`src/hw/rtl/hash_table_builder_linear_probe_core_assert.svh`:
```
// assertion macros for the hash table builder
`ifndef HASH_TABLE_BUILDER_LINEAR_PROBE_CORE_ASSERT_SVH
`define HASH_TABLE_BUILDER_LINEAR_PROBE_CORE_ASSERT_SVH

// antecedent holds, consequent holds in the same cycle
`define HTB_ASSERT_NOW(label, ante, cons) \
	label: assert property (@(posedge clk) disable iff (!arst_n) (ante) |-> (cons)) \
		else $error("assertion failed");

// antecedent holds, consequent holds in the next cycle
`define HTB_ASSERT_NEXT(label, ante, cons) \
	label: assert property (@(posedge clk) disable iff (!arst_n) (ante) |=> (cons)) \
		else $error("assertion failed");

`endif

```
`src/hw/rtl/htb_pkg.sv`:
```
// shared constants and types for the hash table builder
package htb_pkg;

	localparam int MAX_ENTRIES = 1024;
	localparam int NUM_BUCKETS = 256;
	localparam int ENTRY_BYTES = 16;

	localparam int ENT_AW  = $clog2(MAX_ENTRIES);
	localparam int CNT_W   = $clog2(MAX_ENTRIES + 1);
	localparam int SLOT_AW = $clog2(2 * MAX_ENTRIES);
	localparam int LEN_W   = CNT_W + 1;
	localparam int BKT_W   = $clog2(NUM_BUCKETS);
	localparam int DVD_W   = 64 - BKT_W;
	localparam int DIV_CW  = $clog2(DVD_W);

	localparam logic [63:0] WP_RESET = 64'(NUM_BUCKETS * ENTRY_BYTES);

	localparam logic FUNC_ADD  = 1'b0;
	localparam logic FUNC_NEXT = 1'b1;

	localparam logic [1:0] ST_OK    = 2'd0;
	localparam logic [1:0] ST_OVF   = 2'd1;
	localparam logic [1:0] ST_FULL  = 2'd2;
	localparam logic [1:0] ST_PHASE = 2'd3;

	localparam logic [1:0] KIND_ACK  = 2'd0;
	localparam logic [1:0] KIND_SLOT = 2'd1;
	localparam logic [1:0] KIND_HDR  = 2'd2;

	typedef enum logic [1:0] {
		PH_ADD,
		PH_SLOT,
		PH_HDR,
		PH_DONE
	} phase_t;

	typedef enum logic [4:0] {
		S_IDLE,
		S_ADD1,
		S_ADD2,
		S_ADD3,
		S_CLR,
		S_CNT_RD,
		S_CNT_W1,
		S_CNT_INC,
		S_BKT_RD,
		S_BKT_CHK,
		S_SCLR,
		S_BLD_RD,
		S_BLD_CHK,
		S_DIV,
		S_PRB_RD,
		S_PRB_CHK,
		S_SLOT_RD,
		S_SLOT_OUT,
		S_HDR_RD,
		S_HDR_OUT
	} state_t;

	typedef struct packed {
		logic           go;
		logic [DVD_W-1:0] dividend;
		logic [LEN_W-1:0] divisor;
	} div_req_t;

endpackage

```
`src/hw/rtl/htb_mod.sv`:
```
// iterative restoring remainder unit, one dividend bit per cycle
module htb_mod (
	input  logic                           clk,
	input  logic                           arst_n,
	input  htb_pkg::div_req_t              req,
	output logic                           done,
	output logic [htb_pkg::LEN_W-1:0]      rem
);

	logic [htb_pkg::DVD_W-1:0]  dvd_q;
	logic [htb_pkg::LEN_W-1:0]  dsr_q;
	logic [htb_pkg::LEN_W-1:0]  rem_q;
	logic [htb_pkg::DIV_CW-1:0] cnt_q;
	logic                       run_q;
	logic                       done_q;
	logic [htb_pkg::LEN_W-1:0]  trial;

	assign trial = {rem_q[htb_pkg::LEN_W-2:0], dvd_q[htb_pkg::DVD_W-1]};

	always_ff @(posedge clk or negedge arst_n) begin
		if (!arst_n) begin
			run_q  <= 1'b0;
			done_q <= 1'b0;
			cnt_q  <= '0;
			dvd_q  <= '0;
			dsr_q  <= '0;
			rem_q  <= '0;
		end else begin
			done_q <= 1'b0;
			if (req.go) begin
				run_q <= 1'b1;
				dvd_q <= req.dividend;
				dsr_q <= req.divisor;
				rem_q <= '0;
				cnt_q <= htb_pkg::DIV_CW'(htb_pkg::DVD_W - 1);
			end else if (run_q) begin
				dvd_q <= {dvd_q[htb_pkg::DVD_W-2:0], 1'b0};
				rem_q <= (trial >= dsr_q) ? trial - dsr_q : trial;
				if (cnt_q == '0) begin
					run_q  <= 1'b0;
					done_q <= 1'b1;
				end else begin
					cnt_q <= cnt_q - 1'b1;
				end
			end
		end
	end

	assign done = done_q;
	assign rem  = rem_q;

endmodule

```
`config.mk`:
```
export PLATFORM = sky130hd
export DESIGN_NAME = htb_mod
export DESIGN_NICKNAME = d
export VERILOG_FILES = /design/src/hw/rtl/hash_table_builder_linear_probe_core_assert.svh /design/src/hw/rtl/htb_pkg.sv /design/src/hw/rtl/htb_mod.sv
export SDC_FILE = /design/constraint.sdc
export NUM_CORES = 1
export LEC_CHECK = 0
export BUFFER_PORTS_ARGS = -buffer_cell sky130_fd_sc_hd__buf_4
export CAP_MARGIN = 20
export CORE_MARGIN = 3
export CORE_UTILIZATION = 56
export CTS_CLUSTER_DIAMETER = 200
export CTS_CLUSTER_SIZE = 16
export DETAILED_ROUTE_END_ITERATION = 8
export GPL_TIMING_DRIVEN = 0
export PLACE_DENSITY = 0.8
export SLEW_MARGIN = 20
export SYNTH_ARGS = -nofsm -noshare
export SYNTH_HDL_FRONTEND = slang
export SYNTH_SLANG_ARGS = --single-unit
```
`constraint.sdc`:
```
create_clock -name clk -period 2.7 [get_ports clk]
set_input_delay 0.27 -clock clk [delete_from_list [all_inputs] [get_ports clk]]
set_output_delay 0.27 -clock clk [all_outputs]
set_load 0.01 [all_outputs]
```
=== Word level (Yosys, flattened, before mapping) ===
Index checks and enable logic that the tools add are counted.

* Flip-flop bits (word level): 88
* Bits in latches: 0
* Bits in writable memories: 0
* Bits in read-only memories: 0
* Input port bits: 71
* Output and inout port bits: 13
* Logic and storage cells: 27
* Memories kept: 0

* Add/sub/neg operators: 2
* $mul: 0
* Div/mod/pow operators: 0
* Magnitude comparators: 1
* Eq/ne operators: 1
* Shift operators: 0
* Mux-type cells: 14
* Bitwise logic cells: 0
* Reduce and logical (&&, ||, !) cells: 3

{| class="wikitable"
|+ Operators by type and width
! operator !! count
|-
| $mux W56 || 2
|-
| $mux W12 || 3
|-
| $mux W6 || 3
|-
| $ge A12 B12 Y1 || 1
|-
| $sub A12 B12 Y12 || 1
|-
| $logic_not A6 Y1 || 1
|-
| $mux W1 || 6
|-
| $sub A6 B1 Y6 const B || 1
|-
| $ne A2 B2 Y1 const B || 1
|-
| $reduce_and A2 Y1 || 1
|-
| $reduce_bool A2 Y1 || 1
|}

=== Depth between registers and ports, before layout ===
* Depth in word-level cells: 4
* Depth in mapped cells: 12
* Depth with buffers taken out: 10

=== Worst setup path before layout ===
No wires, ideal clock.

* Path type: flip-flop to flip-flop
* From: register dvd_q[55] (netlist name)
* To: register rem_q (netlist bit rem[2])
* Library setup time: 0.130 ns
* Data arrival time: 2.136 ns
* Required time: 2.570 ns
* Setup slack: 0.434 ns
* Stages on the path, launching flop included: 12
* Buffers on the path: 1
* Period minus slack after synthesis: 2.266 ns
* Cell sequence: dfrtp_1 -> inv_1 -> ha_1 -> inv_1 -> fa_1 -> a211oi_1 -> o21ai_0 -> a32o_1 -> buf_6 -> mux2_1 -> mux2i_1 -> nor2_1

* Longest elaborated chain between the ends: 4
* Elaborated cells on any way between the ends: 5
* Classes of those cells: add/sub: 1; order compare: 1; mux: 3

{| class="wikitable"
|+ RTL lines
! element !! RTL line !! source
|-
| start: declaration || htb_mod.sv:10 || <nowiki>logic [htb_pkg::DVD_W-1:0] dvd_q;</nowiki>
|-
| start signal: assignment || htb_mod.sv:32 || <nowiki>dvd_q <= req.dividend;</nowiki>
|-
| start signal: assignment || htb_mod.sv:37 || <nowiki>dvd_q <= {dvd_q[htb_pkg::DVD_W-2:0], 1'b0};</nowiki>
|-
| $sub A12 B12 Y12 / $ge A12 B12 Y1 (equally long branches) || htb_mod.sv:38 || <nowiki>rem_q <= (trial >= dsr_q) ? trial - dsr_q : trial;</nowiki>
|-
| $mux W12 * || htb_mod.sv:38 ||
|-
| $mux W12 * || htb_mod.sv:36 || <nowiki>end else if (run_q) begin</nowiki>
|-
| $mux W12 * || htb_mod.sv:30 || <nowiki>if (req.go) begin</nowiki>
|-
| end signal: assignment || htb_mod.sv:38 ||
|-
| end: declaration || htb_mod.sv:12 || <nowiki>logic [htb_pkg::LEN_W-1:0] rem_q;</nowiki>
|}

Mark *: on every way between the ends. The rest lies on a longest branch, timed or not. The select of a mux whose other input is x is not followed.
A chain may end at the register's enable or synchronous reset.

=== Worst setup path after layout ===
Same ends and word-level chain as after synthesis.

==> flow_summary_export.csv <==
group,metric,value,unit
clock_tree,tritoncts,"yes",
global_route,grtUsageTotal,0.2397,
timing,whs,-0.05335,ns
pwr,power_density,523.2,nW/um^2
clock_tree,clockBufferDepth,2,
critical_path,start_kind,"flop",
timing,final_hold_viol_count,37,
critical_path,worstPathMaxFanout,8,
die,die_h,96.95,um
die,die_area,9398,um^2
logic_synthesis,synth_seq_cells,88,
clock_tree,cts.clk_slew.worst_paths,0.09,ns
critical_path,criticalPathCategory,"reg -> reg",
clock_tree,cts_hold_buf,0,
timing,rsz0062_at_grt,"false",
critical_path,crit_top_cell,"inv_1",
place,post_dp_cell_area,5383,um^2
cells_and_area,drive_gt1_frac,0.2069,
logic_synthesis,ys.flop_type,"dfrtp_1",
place,port_buffers,83,
worst_hold_path,hold_class,"in -> async",
drt,wl,11000,um
status,violations,"hold timing",
logic_synthesis,synth_edf_count,0,
cells_and_area,num-nets-final,661,
cells_and_area,layout_commonest_cell,"dfrtp_1",
die,ios,84,
clock_tree,insertion_delay,0.36,ns
clock_tree,cts_sinks,88,
global_route,grt_pass1_wl,18450,um
timing,period_minus_slack,2.512,ns
drt,ant_nets,0,
die,start_util,0.5872,
timing,finalSetupViolations,0,
global_route,grt_overflow,0,
logic_synthesis,async_flop_share,1.000,
die,die_w,96.95,um
place,dp_slack,0.2020,ns
cells_and_area,fin_area,5593,um^2
drt,avgRoutedWirePerCell,16.13,um
cells_and_area,diodes,0,
place,dp_cells,666,
logic_synthesis,synthCells,481,
logic_synthesis,avgSynthCellArea,9.630,um^2
drt,vias_per_cell,5.720,
logic_synthesis,ys_types,52,
pwr,vdd_ir_drop_max,0.3737,mV
cells_and_area,area_growth,20.75,%
job,cap_violations,0,
timing,fmaxAchievable,398.1,MHz
timing,tns,0,ns
global_route,antenna_found_initial,0,
global_route,grt_start_max_net_pins,89,
place,gp_congestion,0.9129,
cells_and_area,final_cells,682,
cells_and_area,nFillCells,628,
critical_path,crit_slowest_cell,"dfrtp_1",
critical_path,cp-end-kind,"flop",
timing,fin_crit_sh,0.9303,
clock_tree,root_buffer,"clkbuf_8",
place,dp_hpwl,7769,um
cells_and_area,final_cell_mix,"dfrtp_1, buf_4, nand2_1",
critical_path,cp.arrival,2.74,ns
clock_tree,cts_inserted_buffers,9,
die,num_rows,32,
logic_synthesis,syn_area,4632,um^2
drt,vias,3901,
die,core_area,7888,um^2
logic_synthesis,yosysWarnings,0,
drt,drc,0,
timing,worst_pin_slew,0.8048,ns
pwr,leakagePower,2.986,nW
timing,relSlewSlack,0.4635,
logic_synthesis,syn_nets,567,
drt,drt_pass1_iterations,5,
status,outcome,"finished with violations",
timing,skew,0.01263,ns
critical_path,crit_chain,"inv_1, ha_1, inv_1, fa_2, a211oi_1, o21ai_1, a32o_1, buf_6, mux2_1, mux2i_1, nor2_1",
clock_tree,cts_max_level,3,
logic_synthesis,synth-seq-area-share,0.4754,
timing,fin_ws,0.1882,ns
timing,final-max-slew-violation-count,0,
drt,first_iter_violations,205,
global_route,grt_pass1_vias,3831,
critical_path,crit_required,2.93,ns
critical_path,critPathMaxStageDelay,0.41,ns
## flip-flops by register name, indices dropped and copies added, names as in the netlist
name	cells
dvd_q	56
dsr_q	12
run_q	1
cnt_q	6
done	1
rem	12
## cell usage after synthesis, drive strengths merged, types with 2 or more instances
cell,number,share of area
a21oi,17,0.021
nand2b,4,0.0054
o21a,2,0.0032
nand4,2,0.0027
a21o,2,0.0035
dfrtp,88,0.48
mux2i,60,0.13
xnor2,3,0.0057
mux2,2,0.0049
ha,14,0.038
a211oi,8,0.013
or4,2,0.0032
xor2,5,0.0095
clkbuf,17,0.015
nand2,80,0.065
a31oi,2,0.0027
o21ai,78,0.085
nor3,3,0.0032
nand3b,3,0.0049
o21bai,4,0.0065
buf,12,0.019
nand3,4,0.0043
o211ai,2,0.0032
nor2,29,0.023
inv,19,0.015
## final timing paths
path	slack, ns	start	to	cells after the start
max	0.19	dvd_q[55]	rem[2]	11
max in group asynchronous	2.19	arst_n	dvd_q[50]	1
min in group clk	0.11	req[57]	dvd_q[45]	3
max reg2reg	0.19	dvd_q[55]	rem[2]	11
min reg2reg	0.53	cnt_q[0]	cnt_q[0]	1
min	-0.05	arst_n	dsr_q[10]	1
## final cells by class
| cell class | count | area, um^2 | share of cell area |
|---|---|---|---|
| plain buffers | 29 | 155.1 | 0.02774 |
| clock buffers | 9 | 123.9 | 0.02215 |
| clock inverters | 7 | 80.08 | 0.01432 |
| inverters | 19 | 71.32 | 0.01275 |
| multi-input cells | 345 | 2206 | 0.3944 |
| flip-flops and latches | 88 | 2202 | 0.3937 |
| well taps | 102 | 127.6 | 0.02282 |
| repair buffers | 83 | 626.9 | 0.1121 |
## routing by layer
layer,wire (um),vias to the layer above,global-route usage
li1,-,1869,-
met1,4900,1883,0.3246
met2,5210,129,0.3827
met3,718,20,0.06128
met4,174,0,0.07019
met5,0,-,0
## where the power goes
part	internal, W	switching [W]	leakage, nW	total (W)
clock	0.000439	0.000508	0.102	0.000947
sequential	0.00142	0.0000610	1.08	0.00148
combinational	0.000232	0.000268	1.81	0.000499
## repair_timing
action,CTS,global route
resized for setup,0,2
hold endpoints to repair,0,0
endpoints found under the setup margin,0,2
setup buffers,0,0
## worst max-delay path: cells and delay by family, from the launching register on
family | cells | cell delay (ns)
mux | 2 | 0.44
buf+inv | 3 | 0.29
compound gates | 3 | 0.60
flops | 1 | 0.41
simple gates | 1 | 0.05
fa+ha+maj | 2 | 0.58
## metrics by stage
| step | utilization | total power [W] | hold WS (ns) |
|---|---|---|---|
| after floorplan | - | 0.001785 | -0.02559 |
| after global placement | 0.6824 | 0.001972 | 0.4780 |
| after detailed placement | 0.6824 | 0.001994 | 0.4817 |
| after CTS | 0.7083 | 0.002936 | 0.1021 |
| after global routing | 0.7091 | 0.003075 | 0.007504 |
| final | 0.7091 | 0.002926 | -0.05335 |
## logic make-up after synthesis
| kind of cell | count (synthesis) | synth area share |
|---|---|---|
| AND/OR/NAND/NOR | 135 | 0.1248 |
| AO/OA/AOI/OAI | 125 | 0.1591 |
| flip-flops | 88 | 0.4754 |
| multiplexers | 62 | 0.1345 |
| buffers and inverters | 48 | 0.04889 |
| adder cells (fa/ha/maj) | 15 | 0.04214 |
| XOR/XNOR | 8 | 0.01513 |
No activity file was read; power rests on OpenSTA's default activity.
